<file path="config.mk">
export PLATFORM = sky130hd
export DESIGN_NAME = dali_master_transceiver
export DESIGN_NICKNAME = d
export VERILOG_FILES = /design/src/hw/rtl/dali_pkg.sv /design/src/hw/rtl/dali_master_transceiver.sv
export SDC_FILE = /design/constraint.sdc
export NUM_CORES = 1
export LEC_CHECK = 0
export ABC_AREA = 1
export BUFFER_PORTS_ARGS = -buffer_cell sky130_fd_sc_hd__clkbuf_2
export CAP_MARGIN = 10
export CORE_ASPECT_RATIO = 0.8
export CORE_UTILIZATION = 40
export CTS_BUF_LIST = sky130_fd_sc_hd__clkbuf_4 sky130_fd_sc_hd__clkbuf_8
export CTS_CLUSTER_DIAMETER = 40
export DETAILED_ROUTE_END_ITERATION = 6
export PLACE_DENSITY = 0.69
export SETUP_SLACK_MARGIN = 0.3
export SYNTH_ARGS = -nofsm -noshare
export SYNTH_HDL_FRONTEND = slang
export SYNTH_SLANG_ARGS = --single-unit
</file>
<file path="constraint.sdc">
create_clock -name i_clk -period 6.1 [get_ports i_clk]
set_clock_uncertainty 0.1 [all_clocks]
set_input_delay 1.22 -clock i_clk [delete_from_list [all_inputs] [get_ports i_clk]]
set_output_delay 1.22 -clock i_clk [all_outputs]
set_load 0.1 [all_outputs]
</file>
<file path="src/hw/rtl/dali_pkg.sv">
// Shared types and constants for the DALI master transceiver.
package dali_pkg;

    localparam int FORWARD_BITS = 16;
    localparam int REPLY_BITS   = 8;
    localparam int TICKS_PER_TE = 2;

    localparam int HALF_TOTAL = 2 + 2 * FORWARD_BITS + 4;
    localparam int HBI_W      = $clog2(HALF_TOTAL + 1);
    localparam int FBIT_W     = $clog2(FORWARD_BITS);
    localparam int SUB_W      = (TICKS_PER_TE > 2) ? $clog2(TICKS_PER_TE) : 1;
    localparam int RCNT_W     = $clog2(REPLY_BITS + 1);
    localparam int WAIT_W     = 16;
    localparam int CFG_IDX_W  = 2;
    localparam int CFG_W      = 8;

    localparam int START_WAIT = (3 * TICKS_PER_TE) / 2;
    localparam int BIT_WAIT   = 2 * TICKS_PER_TE;

    localparam int IN_DATA_W  = 32;
    localparam int IN_USER_W  = 1;
    localparam int OUT_DATA_W = 16;

    localparam logic [CFG_IDX_W-1:0] CFG_TICKS_PER_MS   = 2'd0;
    localparam logic [CFG_IDX_W-1:0] CFG_MIN_REPLY_WAIT = 2'd1;
    localparam logic [CFG_IDX_W-1:0] CFG_MAX_REPLY_WAIT = 2'd2;
    localparam logic [CFG_IDX_W-1:0] CFG_END_WAIT       = 2'd3;

    localparam logic [CFG_W-1:0] RST_TICKS_PER_MS   = 8'd5;
    localparam logic [CFG_W-1:0] RST_MIN_REPLY_WAIT = 8'd7;
    localparam logic [CFG_W-1:0] RST_MAX_REPLY_WAIT = 8'd22;
    localparam logic [CFG_W-1:0] RST_END_WAIT       = 8'd22;

    localparam logic OP_TICK  = 1'b0;
    localparam logic OP_START = 1'b1;

    typedef enum logic [2:0] {
        PH_IDLE   = 3'd0,
        PH_SEND   = 3'd1,
        PH_DELAY  = 3'd2,
        PH_RMIN   = 3'd3,
        PH_WINDOW = 3'd4,
        PH_START  = 3'd5,
        PH_RECV   = 3'd6,
        PH_END    = 3'd7
    } t_phase;

endpackage

</file>
<file path="src/hw/rtl/dali_master_transceiver.sv">
// DALI bus master: Manchester forward frame, echo checks and backward frame receive.
//
// Each input word is either a tick (one half of Te, carrying the sampled receive
// line) or a command start. All bus timing is counted in ticks, so the word rate
// sets the bus timing. Every accepted word yields exactly one result word with the
// transmit level, busy, done, collision flag and reply byte after that word. The
// block takes one word per clock: the whole state update is combinational and its result
// is registered into the state and the output register together; a new word is accepted
// whenever the output register is empty or being drained. A command sent while busy is
// ignored; ticks while idle have no effect. Configuration registers are written through
// the plain write port and should only change while the block is idle.
module dali_master_transceiver (
    input  logic                                    i_clk,
    input  logic                                    i_rst_n,
    input  logic                                    s_axis_tvalid,
    output logic                                    s_axis_tready,
    // line_active, address_byte[8:1], data_byte[16:9], send_twice, expect_reply,
    // repeat_delay_ms[26:19], zero fill
    input  logic [dali_pkg::IN_DATA_W-1:0]          s_axis_tdata,
    // opcode
    input  logic [dali_pkg::IN_USER_W-1:0]          s_axis_tuser,
    output logic                                    m_axis_tvalid,
    input  logic                                    m_axis_tready,
    // drive_level, busy_res, done_res, collision_error, reply_byte[11:4], zero fill
    output logic [dali_pkg::OUT_DATA_W-1:0]         m_axis_tdata,
    input  logic                                    i_cfg_we,
    input  logic [dali_pkg::CFG_IDX_W-1:0]          i_cfg_idx,
    input  logic [dali_pkg::CFG_W-1:0]              i_cfg_data
);

    // configuration
    logic [dali_pkg::CFG_W-1:0] r_ticks_per_ms, r_min_wait, r_max_wait, r_end_wait;

    // command state
    dali_pkg::t_phase                  r_phase, n_phase;
    logic [dali_pkg::HBI_W-1:0]        r_hbi, n_hbi;
    logic [dali_pkg::SUB_W-1:0]        r_sub, n_sub;
    logic [dali_pkg::WAIT_W-1:0]       r_wait, n_wait;
    logic [dali_pkg::FORWARD_BITS-1:0] r_frame, n_frame;
    logic [dali_pkg::REPLY_BITS-1:0]   r_reply, n_reply;
    logic [dali_pkg::RCNT_W-1:0]       r_rcnt, n_rcnt;
    logic                              r_err, n_err;
    logic                              r_rep, n_rep;
    logic                              r_want, n_want;
    logic [dali_pkg::CFG_W-1:0]        r_delay, n_delay;
    logic                              r_line_out, n_line_out;

    // result register
    logic                              r_out_valid;
    logic [dali_pkg::OUT_DATA_W-1:0]   r_out_data, n_out_data;

    // unpacked input word
    logic                              in_op, in_line, in_twice, in_reply;
    logic [7:0]                        in_addr, in_data, in_delay;
    logic                              fire;

    // helper values
    logic [dali_pkg::WAIT_W-1:0]       delay_wc, end_wc, rmin_wc, win_wc, wait_dec;
    logic [dali_pkg::HBI_W-1:0]        hbi_inc, hbi_m2;
    logic [dali_pkg::FBIT_W-1:0]       bit_sel;
    logic                              frame_bit, wait_zero, done;
    logic                              go_start, go_rmin, go_window, go_end;

    assign in_op    = s_axis_tuser[0];
    assign in_line  = s_axis_tdata[0];
    assign in_addr  = s_axis_tdata[8:1];
    assign in_data  = s_axis_tdata[16:9];
    assign in_twice = s_axis_tdata[17];
    assign in_reply = s_axis_tdata[18];
    assign in_delay = s_axis_tdata[26:19];

    assign s_axis_tready = !r_out_valid || m_axis_tready;
    assign fire          = s_axis_tvalid && s_axis_tready;
    assign m_axis_tvalid = r_out_valid;
    assign m_axis_tdata  = r_out_data;

    assign delay_wc = dali_pkg::WAIT_W'(r_delay) * dali_pkg::WAIT_W'(r_ticks_per_ms);
    assign end_wc   = dali_pkg::WAIT_W'(r_end_wait) * dali_pkg::WAIT_W'(dali_pkg::TICKS_PER_TE);
    assign rmin_wc  = dali_pkg::WAIT_W'(r_min_wait) * dali_pkg::WAIT_W'(dali_pkg::TICKS_PER_TE);
    assign win_wc   = (r_max_wait > r_min_wait)
                    ? dali_pkg::WAIT_W'(r_max_wait - r_min_wait)
                      * dali_pkg::WAIT_W'(dali_pkg::TICKS_PER_TE)
                    : '0;
    assign wait_dec  = (r_wait != '0) ? r_wait - 1'b1 : '0;
    assign wait_zero = (wait_dec == '0);

    // data half-bit: bit index counts from the MSB, first half is inverted
    assign hbi_inc   = r_hbi + 1'b1;
    assign hbi_m2    = hbi_inc - dali_pkg::HBI_W'(2);
    assign bit_sel   = dali_pkg::FBIT_W'(dali_pkg::FORWARD_BITS - 1)
                     - hbi_m2[dali_pkg::FBIT_W:1];
    assign frame_bit = r_frame[bit_sel];

    always_comb begin
        n_phase    = r_phase;
        n_hbi      = r_hbi;
        n_sub      = r_sub;
        n_wait     = r_wait;
        n_frame    = r_frame;
        n_reply    = r_reply;
        n_rcnt     = r_rcnt;
        n_err      = r_err;
        n_rep      = r_rep;
        n_want     = r_want;
        n_delay    = r_delay;
        n_line_out = r_line_out;
        done       = 1'b0;
        go_start   = 1'b0;
        go_rmin    = 1'b0;
        go_window  = 1'b0;
        go_end     = 1'b0;

        if (in_op == dali_pkg::OP_START) begin
            if (r_phase == dali_pkg::PH_IDLE) begin
                n_frame  = {in_addr, in_data};
                n_rep    = in_twice;
                n_want   = in_reply;
                n_delay  = in_delay;
                n_err    = 1'b0;
                n_reply  = '0;
                n_rcnt   = '0;
                go_start = 1'b1;
            end
        end else begin
            case (r_phase)
                dali_pkg::PH_SEND: begin
                    if (r_sub == dali_pkg::SUB_W'(dali_pkg::TICKS_PER_TE - 1)) begin
                        n_sub = '0;
                        n_hbi = hbi_inc;
                        if (hbi_inc == dali_pkg::HBI_W'(1)) begin
                            // second start half: line must be seen active
                            if (!in_line) n_err = 1'b1;
                            n_line_out = 1'b1;
                        end else if (hbi_inc < dali_pkg::HBI_W'(2 + 2 * dali_pkg::FORWARD_BITS)) begin
                            n_line_out = hbi_inc[0] ? frame_bit : ~frame_bit;
                        end else if (hbi_inc < dali_pkg::HBI_W'(dali_pkg::HALF_TOTAL)) begin
                            n_line_out = 1'b1;
                        end else begin
                            n_line_out = 1'b1;
                            if (in_line) n_err = 1'b1;
                            if (r_rep) begin
                                n_rep  = 1'b0;
                                n_wait = delay_wc;
                                if (delay_wc == '0) go_start = 1'b1;
                                else n_phase = dali_pkg::PH_DELAY;
                            end else if (r_want) begin
                                go_rmin = 1'b1;
                            end else begin
                                go_end = 1'b1;
                            end
                        end
                    end else begin
                        n_sub = r_sub + 1'b1;
                    end
                end
                dali_pkg::PH_DELAY: begin
                    n_wait = wait_dec;
                    if (wait_zero) go_start = 1'b1;
                end
                dali_pkg::PH_RMIN: begin
                    n_wait = wait_dec;
                    if (wait_zero) go_window = 1'b1;
                end
                dali_pkg::PH_WINDOW: begin
                    if (in_line) begin
                        n_phase = dali_pkg::PH_START;
                        n_wait  = dali_pkg::WAIT_W'(dali_pkg::START_WAIT);
                    end else begin
                        n_wait = wait_dec;
                        if (wait_zero) begin
                            n_reply = '0;
                            go_end  = 1'b1;
                        end
                    end
                end
                dali_pkg::PH_START: begin
                    n_wait = wait_dec;
                    if (wait_zero) begin
                        n_reply = '0;
                        if (!in_line) begin
                            n_phase = dali_pkg::PH_RECV;
                            n_rcnt  = '0;
                            n_wait  = dali_pkg::WAIT_W'(dali_pkg::BIT_WAIT);
                        end else begin
                            go_end = 1'b1;
                        end
                    end
                end
                dali_pkg::PH_RECV: begin
                    n_wait = wait_dec;
                    if (wait_zero) begin
                        n_reply = {r_reply[dali_pkg::REPLY_BITS-2:0], ~in_line};
                        n_rcnt  = r_rcnt + 1'b1;
                        if (n_rcnt >= dali_pkg::RCNT_W'(dali_pkg::REPLY_BITS)) go_end = 1'b1;
                        else n_wait = dali_pkg::WAIT_W'(dali_pkg::BIT_WAIT);
                    end
                end
                dali_pkg::PH_END: begin
                    n_wait = wait_dec;
                    if (wait_zero) begin
                        n_phase = dali_pkg::PH_IDLE;
                        done    = 1'b1;
                    end
                end
                default: begin
                end
            endcase
        end

        // zero-length waits fall through to the next phase within this word
        if (go_start) begin
            n_phase    = dali_pkg::PH_SEND;
            n_hbi      = '0;
            n_sub      = '0;
            n_line_out = 1'b0;
            if (in_line) n_err = 1'b1;
        end
        if (go_rmin) begin
            n_wait = rmin_wc;
            if (rmin_wc == '0) go_window = 1'b1;
            else n_phase = dali_pkg::PH_RMIN;
        end
        if (go_window) begin
            n_wait = win_wc;
            if (win_wc == '0) begin
                n_reply = '0;
                go_end  = 1'b1;
            end else begin
                n_phase = dali_pkg::PH_WINDOW;
            end
        end
        if (go_end) begin
            n_wait = end_wc;
            if (end_wc == '0) begin
                n_phase = dali_pkg::PH_IDLE;
                done    = 1'b1;
            end else begin
                n_phase = dali_pkg::PH_END;
            end
        end

        n_out_data = {4'b0, n_reply[7:0], n_err, done,
                      (n_phase != dali_pkg::PH_IDLE), n_line_out};
    end

    always_ff @(posedge i_clk) begin
        if (!i_rst_n) begin
            r_ticks_per_ms <= dali_pkg::RST_TICKS_PER_MS;
            r_min_wait     <= dali_pkg::RST_MIN_REPLY_WAIT;
            r_max_wait     <= dali_pkg::RST_MAX_REPLY_WAIT;
            r_end_wait     <= dali_pkg::RST_END_WAIT;
        end else if (i_cfg_we) begin
            unique case (i_cfg_idx)
                dali_pkg::CFG_TICKS_PER_MS:   r_ticks_per_ms <= i_cfg_data;
                dali_pkg::CFG_MIN_REPLY_WAIT: r_min_wait     <= i_cfg_data;
                dali_pkg::CFG_MAX_REPLY_WAIT: r_max_wait     <= i_cfg_data;
                dali_pkg::CFG_END_WAIT:       r_end_wait     <= i_cfg_data;
                default: begin
                end
            endcase
        end
    end

    always_ff @(posedge i_clk) begin
        if (!i_rst_n) begin
            r_phase    <= dali_pkg::PH_IDLE;
            r_hbi      <= '0;
            r_sub      <= '0;
            r_wait     <= '0;
            r_reply    <= '0;
            r_rcnt     <= '0;
            r_err      <= 1'b0;
            r_rep      <= 1'b0;
            r_want     <= 1'b0;
            r_line_out <= 1'b1;
        end else if (fire) begin
            r_phase    <= n_phase;
            r_hbi      <= n_hbi;
            r_sub      <= n_sub;
            r_wait     <= n_wait;
            r_reply    <= n_reply;
            r_rcnt     <= n_rcnt;
            r_err      <= n_err;
            r_rep      <= n_rep;
            r_want     <= n_want;
            r_line_out <= n_line_out;
        end
    end

    always_ff @(posedge i_clk) begin
        if (fire) begin
            r_frame <= n_frame;
            r_delay <= n_delay;
        end
    end

    always_ff @(posedge i_clk) begin
        if (!i_rst_n) begin
            r_out_valid <= 1'b0;
        end else if (fire) begin
            r_out_valid <= 1'b1;
        end else if (m_axis_tready) begin
            r_out_valid <= 1'b0;
        end
    end

    always_ff @(posedge i_clk) begin
        if (fire) r_out_data <= n_out_data;
    end

    // every accepted word leaves a result word behind
    a_fire_gives_word: assert property (@(posedge i_clk) disable iff (!i_rst_n)
        fire |=> m_axis_tvalid)
        else $error("accepted word produced no result");

    // a completing word reports the block as no longer busy
    a_done_not_busy: assert property (@(posedge i_clk) disable iff (!i_rst_n)
        (m_axis_tvalid && m_axis_tdata[2]) |-> !m_axis_tdata[1])
        else $error("done reported while busy");

    // bus is released whenever no command runs
    a_idle_line_high: assert property (@(posedge i_clk) disable iff (!i_rst_n)
        (r_phase == dali_pkg::PH_IDLE) |-> r_line_out)
        else $error("transmit line driven while idle");

    // half-bit counter stays inside the frame while sending
    a_send_index: assert property (@(posedge i_clk) disable iff (!i_rst_n)
        (r_phase == dali_pkg::PH_SEND) |-> (r_hbi < dali_pkg::HBI_W'(dali_pkg::HALF_TOTAL)))
        else $error("half-bit index past end of frame");

    // reply bit counter never reaches the full count while still receiving
    a_recv_count: assert property (@(posedge i_clk) disable iff (!i_rst_n)
        (r_phase == dali_pkg::PH_RECV)
        |-> (r_rcnt < dali_pkg::RCNT_W'(dali_pkg::REPLY_BITS)))
        else $error("reply bit count overran");

endmodule
</file>
# Word-level counts from Yosys, hierarchy flattened
# Index checks and enable logic that the tools add are counted.
dict set report classes {
  muxes 128
  bitwise_logic 2
  eq_ne 25
  add_sub_neg 7
  magnitude_cmp 5
  reduce_logical 30
  multipliers 1
}
# operator n
set op_table {}
lappend op_table {{$mux 16} 16}
lappend op_table {{$logic_not 16->1} 5}
lappend op_table {{$pmux 16 s5} 1}
lappend op_table {{$mux 1} 71}
lappend op_table {{$mux 8} 7}
lappend op_table {{$mux 3} 18}
lappend op_table {{$ne 5x5->1 const B} 5}
lappend op_table {{$mux 6} 4}
lappend op_table {{$pmux 8 s3} 1}
lappend op_table {{$mux 4} 5}
lappend op_table {{$mul 8x8->16} 1}
lappend op_table {{$reduce_bool 16->1} 1}
lappend op_table {{$sub 16x1->16 const B} 1}
lappend op_table {{$eq 3x3->1 const B} 4}
lappend op_table {{$lt 6x6->1 const B} 2}
lappend op_table {{$pmux 3 s4} 1}
lappend op_table {{$reduce_bool 2->1} 5}
lappend op_table {{$ne 3x3->1 const B} 3}
lappend op_table {{$sub 8x8->9} 1}
lappend op_table {{$gt 8x8->1} 1}
lappend op_table {{$pmux 4 s2} 1}
lappend op_table {{$reduce_and 2->1} 4}
lappend op_table {{$reduce_and 8->1} 1}
lappend op_table {{$reduce_bool 8->1} 1}
lappend op_table {{30 further kinds} 38}
dict set report word_totals {
  ff_bits 111
  inputBits 48
  elab_cells 216
  out_inout_bits 18
}

# Longest topological paths before layout
dict set report depth {
  word_depth 17
  mapped_depth 30
  ltp_nobuf 29
}

# Worst setup path after synthesis
# No wires, ideal clock.
dict set report synth_timing {
  kind {reg-to-reg}
  startpoint {register r_delay[1] (netlist name)}
  endpoint {register r_out_data (netlist bit m_axis_tdata[1]), data pin}
  arrival_time_ns 4.426
  setup_ns 0.262
  path_stages_with_launch 27
  n_path_buf 1
  path_slack_ns 1.312
  path_cell_list {edfxtp_1 > clkbuf_1 > nand2_1 > fa_1 > fa_1 > fa_1 > fa_1 > inv_1 > ha_1 > nand2_1 > nand2_1 > a21oi_1 > nand2_1 > nand2_1 > nand2_1 > nand2_1 > nand2_1 > nor2_1 > nand4_1 > nand2_1 > nand2_1 > nand2_1 > nor2_1 > nand2_1 > nand2_1 > nand2_1 > nand3_1}
}
dict set report synth_between {
  elab_chain_len 17
  elab_cells_between_ends 25
}
# item line_no
set synth_rtl {}
lappend synth_rtl {{start, declared} dali_master_transceiver.sv:45} ;# logic [dali_pkg::CFG_W-1:0] r_delay, n_delay;
lappend synth_rtl {{start signal, assigned} dali_master_transceiver.sv:293} ;# r_delay <= n_delay;
lappend synth_rtl {{$mul 8x8->16 (*)} dali_master_transceiver.sv:77} ;# assign delay_wc = dali_pkg::WAIT_W'(r_delay) * dali_pkg::WAIT_W'(r_ticks_per_ms);
lappend synth_rtl {{$logic_not 16->1 (*)} dali_master_transceiver.sv:144} ;# if (delay_wc == '0) go_start = 1'b1;
lappend synth_rtl {{$mux 3 or $mux 1 (tied branches)} dali_master_transceiver.sv:144}
lappend synth_rtl {{$mux 3 or $mux 1 (tied branches)} dali_master_transceiver.sv:141} ;# if (r_rep) begin
lappend synth_rtl {{$mux 3 or $mux 1 (tied branches)} dali_master_transceiver.sv:136} ;# end else if (hbi_inc < dali_pkg::HBI_W'(dali_pkg::HALF_TOTAL)) begin
lappend synth_rtl {{$mux 3 or $mux 1 (tied branches)} dali_master_transceiver.sv:134} ;# end else if (hbi_inc < dali_pkg::HBI_W'(2 + 2 * dali_pkg::FORWARD_BITS)) begin
lappend synth_rtl {{$mux 3 or $mux 1 (tied branches)} dali_master_transceiver.sv:130} ;# if (hbi_inc == dali_pkg::HBI_W'(1)) begin
lappend synth_rtl {{$mux 3 or $mux 1 (tied branches)} dali_master_transceiver.sv:127} ;# if (r_sub == dali_pkg::SUB_W'(dali_pkg::TICKS_PER_TE - 1)) begin
lappend synth_rtl {{[2 not listed]} --}
lappend synth_rtl {{$mux 3 (*)} dali_master_transceiver.sv:211} ;# if (go_start) begin
lappend synth_rtl {{$mux 3} dali_master_transceiver.sv:220} ;# if (rmin_wc == '0) go_window = 1'b1;
lappend synth_rtl {{$mux 3 (*)} dali_master_transceiver.sv:218} ;# if (go_rmin) begin
lappend synth_rtl {{$mux 3} dali_master_transceiver.sv:225} ;# if (win_wc == '0) begin
lappend synth_rtl {{$mux 3 (*)} dali_master_transceiver.sv:223} ;# if (go_window) begin
lappend synth_rtl {{$mux 3 (*)} dali_master_transceiver.sv:232} ;# if (go_end) begin
lappend synth_rtl {{$reduce_bool 3->1 (*)} dali_master_transceiver.sv:243} ;# (n_phase != dali_pkg::PH_IDLE), n_line_out};
lappend synth_rtl {{net n_out_data, one bit} dali_master_transceiver.sv:50} ;# logic [dali_pkg::OUT_DATA_W-1:0] r_out_data, n_out_data;
lappend synth_rtl {{end signal, assigned} dali_master_transceiver.sv:308} ;# if (fire) r_out_data <= n_out_data;
lappend synth_rtl {{end, declared} dali_master_transceiver.sv:50}
# Mark *: on every way through the listed nets, which the timed path passes. The rest lies on a longest branch.
# A chain may end at the register's enable or synchronous reset.

# Final worst setup path
dict set report layout_timing {
  startpoint {register r_delay[5] (netlist name)}
  endpoint {register r_out_data (netlist bit m_axis_tdata[1]), data pin}
}
# Same word-level chain as after synthesis.

==> results.yml <==
status:
  run_status: "finished, final reports clean"
sta:
  tns_ns: 0
  worst_hold_slack_ns: 0.394
  max_slew.worst_pin.slew_ns: 1.15
  rsz0062_at_grt: "false"
  period_share: 0.889
  fmaxAchievable_mhz: 184
  final-max-slew-violation-count: 0
  hold_viol: 0
  max-slew-margin-rel: 0.232
  crit_path_time_final_ns: 5.43
  setup_viol_count_final: 0
clocking:
  insertion_delay_ns: 0.40
  ctsHtreeMaxLevel: 3
  clkTransAtPathRegs_ns: 0.12
  tritoncts: "yes"
  cts.sink_count: 111
  clk_root_buffer_cell: "sky130_fd_sc_hd__clkbuf_8"
  tritoncts.num_buffers: 9
  clock_tree.buffer_depth: 2
floorplanning:
  die-width_microns: 172
  die_footprint_sq_um: 23800
  io_pins: 66
  initial_core_util: 0.409
  floorplan_row_count: 49
  floorplan.core_area_sq_um: 22600
  die_height_microns: 138
cells_and_area:
  post-route-cell-area_sq_um: 10000
  fin_nets: 1505
  layout.cells.most_common_list: "309 x sky130_fd_sc_hd__nand2_1, 217 x sky130_fd_sc_hd__inv_1, 130 x sky130_fd_sc_hd__nor2_1, 107 x sky130_fd_sc_hd__o21ai_0, 95 x sky130_fd_sc_hd__nand3_1"
  syn2layout_area_growth_pct: 8.01
  layout-drive-gt1-share: 0.105
  layout.cells.most_common: "sky130_fd_sc_hd__nand2_1"
  antenna_cells: 0
  fin_cells: 1682
drt:
  detail_route.wirelength_microns: 23600
  drc: 0
  detailed_router_iteration_count_before_antenna_repair: 6
  drtIter0Drc: 776
  antenna_violating_nets_post_route: 0
  drt-vias-per-instance: 5.19
  post_drt_wl_per_cell_microns: 14.0
  route.vias.total: 8724
yosys:
  async_reset_ff_frac: 0
  syn_area_cell_sq_um: 6.90
  synth_fa_ha_area_frac: 0.146
  yosys-mux-area-fraction: 0
  synth-xor-area-share: 0.0188
  warnings_synthesis: 0
  share_of_the_yosys_chip_area_belonging_to_registers: 0.279
  synth-main-ff-cell: "sky130_fd_sc_hd__dfxtp_1"
  synth_cell_type_count: 55
  synth-simple-area-share: 0.295
  netlist_instances: 1342
  synth_top_area_cell: "sky130_fd_sc_hd__dfxtp_1"
  combinational_family_with_the_most_area_after_synthesis: "simple AND/OR/NAND/NOR gates"
  yosys_register_bits: 111
  synth-edff-count: 36
  synth.top_cell.area_share: 0.162
  netlist_area_sq_um: 9260
  synth_top_cells_by_area: "sky130_fd_sc_hd__dfxtp_1 16%, sky130_fd_sc_hd__nand2_1 13%, sky130_fd_sc_hd__edfxtp_1 12%, sky130_fd_sc_hd__inv_1 8.8%, sky130_fd_sc_hd__fa_1 8.0%"
  synth-compound-area-share: 0.142
critical_path:
  critPathKind: "register to register"
  cpMaxStageDelayCell: "sky130_fd_sc_hd__edfxtp_1"
  startpoint_type: "register"
  cp.required_ns: 6.16
  path_common_cell: "sky130_fd_sc_hd__nand2_1"
  worst_ep_arrival_time_ns: 5.48
  cp_slowest_stage_delay_ns: 0.57
  critical_path_peak_fanout: 8
  path_cells: "nand2_1 -> fa_1 -> fa_1 -> fa_1 -> fa_1 -> inv_1 -> ha_1 -> a21oi_1 -> nor2_1 -> nor2_1 -> nand2_1 -> nand2_1 -> nand2_1 -> nor3_1 -> nand4_1 -> nand2_1 -> nand2_1 -> nand2_1 -> nor2_1 -> nand2_1 -> nand2_1 -> nand2_1 -> nand3_1"
  end_kind: "register"
  path_delay_family: "adder cells"
  critical_path.n_buffers_inverters: 1
power_and_ir_drop:
  static-leakage-power_nw: 4.98
  powerDensity_nw_per_um2: 244
  report.power.total_mw: 2.44
  ir_drop_mv: 0.132
grt:
  via_count_of_the_first_global_routing_pass: 8274
  grt_remaining_overflow: 0
  grt_pass1_wl_microns: 40400
  number_of_antenna_violations_at_the_first_check_in_global_routing: 0
  grt_max_degree: 65
  track_usage: 0.210
placement:
  detailed_place.area_sq_um: 9730
  place.detailed.instances: 1661
  place_hpwl_microns: 18100
  routabilityCongestion: 0.926
  portBuffers: 56
job:
  max_cap_viol_count: 0
worst_hold_path:
  worst_hold_path_type: "register to register"
==> area by class of cell <==
type                            count  area, sq um
Clock inverter                      6          101
Tap cell                          306          383
Sequential cell                   111         2590
Multi-Input combinational cell    957         5590
Inverter                          227          857
Timing Repair Buffer               65          348
Fill cell                        2321        12600
Clock buffer                       10          131
==> power breakdown <==
group	switching [mW]	internal, mW
sequential	0.0419	0.810
clock	0.282	0.242
combinational	0.728	0.339
total	1.05	1.39
==> tightest hold or removal path: stages, from the launching register on <==
cell and delay [ns]:
sky130_fd_sc_hd__dfxtp_1 0.35, sky130_fd_sc_hd__a21oi_1 0.07, sky130_fd_sc_hd__nand2_1 0.05
==> state kept, by name, indices dropped and copies added, names as in the netlist <==
signal / count
r_want: 1
r_end_wait: 8
r_frame: 16
r_line_out: 1
r_max_wait: 8
m_axis_tvalid: 1
r_wait: 16
r_err: 1
r_sub: 1
r_min_wait: 8
m_axis_tdata: 12
r_ticks_per_ms: 8
r_hbi: 6
r_rcnt: 4
r_reply: 8
r_rep: 1
r_phase: 3
r_delay: 8
==> per-stage QoR <==
step | worst slack (ns) | utilization
floorplan | 1.31 | -
global placement | 0.719 | 0.430
detailed placement | 0.637 | 0.430
CTS | 0.635 | 0.440
global route | 0.309 | 0.442
finish | 0.674 | 0.442
==> path summary, 6_finish.rpt <==
kind | from | endpoint | cells past startpoint | slack (ns)
hold / removal | r_line_out$_SDFFE_PN1P_ | r_line_out$_SDFFE_PN1P_ | 2 | 0.39
hold reg to reg | r_line_out$_SDFFE_PN1P_ | r_line_out$_SDFFE_PN1P_ | 2 | 0.39
setup / recovery | r_delay[5]$_DFFE_PP_ | m_axis_tdata[1]$_DFFE_PP_ | 23 | 0.67
setup reg to reg | r_delay[5]$_DFFE_PP_ | m_axis_tdata[1]$_DFFE_PP_ | 23 | 0.67
==> cells in the mapped netlist, types with 5 or more instances <==
library cell / instances
sky130_fd_sc_hd__nand2_1: 309
sky130_fd_sc_hd__inv_1: 217
sky130_fd_sc_hd__nor2_1: 131
sky130_fd_sc_hd__o21ai_0: 107
sky130_fd_sc_hd__nand3_1: 95
sky130_fd_sc_hd__dfxtp_1: 75
sky130_fd_sc_hd__a21oi_1: 60
sky130_fd_sc_hd__ha_1: 49
sky130_fd_sc_hd__clkbuf_1: 39
sky130_fd_sc_hd__fa_1: 37
sky130_fd_sc_hd__edfxtp_1: 36
sky130_fd_sc_hd__nor3_1: 20
sky130_fd_sc_hd__nand4_1: 18
sky130_fd_sc_hd__nand2_2: 15
sky130_fd_sc_hd__o211ai_1: 13
sky130_fd_sc_hd__xor2_1: 12
sky130_fd_sc_hd__a21oi_2: 8
sky130_fd_sc_hd__nor2_2: 7
sky130_fd_sc_hd__o2111ai_1: 7
sky130_fd_sc_hd__a41oi_1: 6
sky130_fd_sc_hd__buf_4: 6
sky130_fd_sc_hd__o21ai_1: 6
sky130_fd_sc_hd__xnor2_1: 6
sky130_fd_sc_hd__clkinv_1: 5
==> logic make-up after synthesis <==
kind of cell,count (synthesis)
other,1
XOR/XNOR,19
flip-flops,111
AND/OR/NAND/NOR,622
AO/OA/AOI/OAI,226
buffers and inverters,277
adder cells (fa/ha/maj),86
==> metal layers <==
| layer | global-route usage | routed length (microns) | up-vias |
|---|---|---|---|
| li1 | - | - | 4375 |
| met1 | 0.313 | 11600 | 4008 |
| met2 | 0.310 | 9970 | 310 |
| met3 | 0.0329 | 1680 | 31 |
| met4 | 0.0582 | 386 | 0 |
| met5 | 0 | 0 | - |
==> timing repair <==
item,4_1_cts,5_1_grt
gates resized for setup,0,6
endpoints found under the setup margin,0,8
setup buffers,0,5
hold buffers,0,0
(Power assumes the default switching activity.)
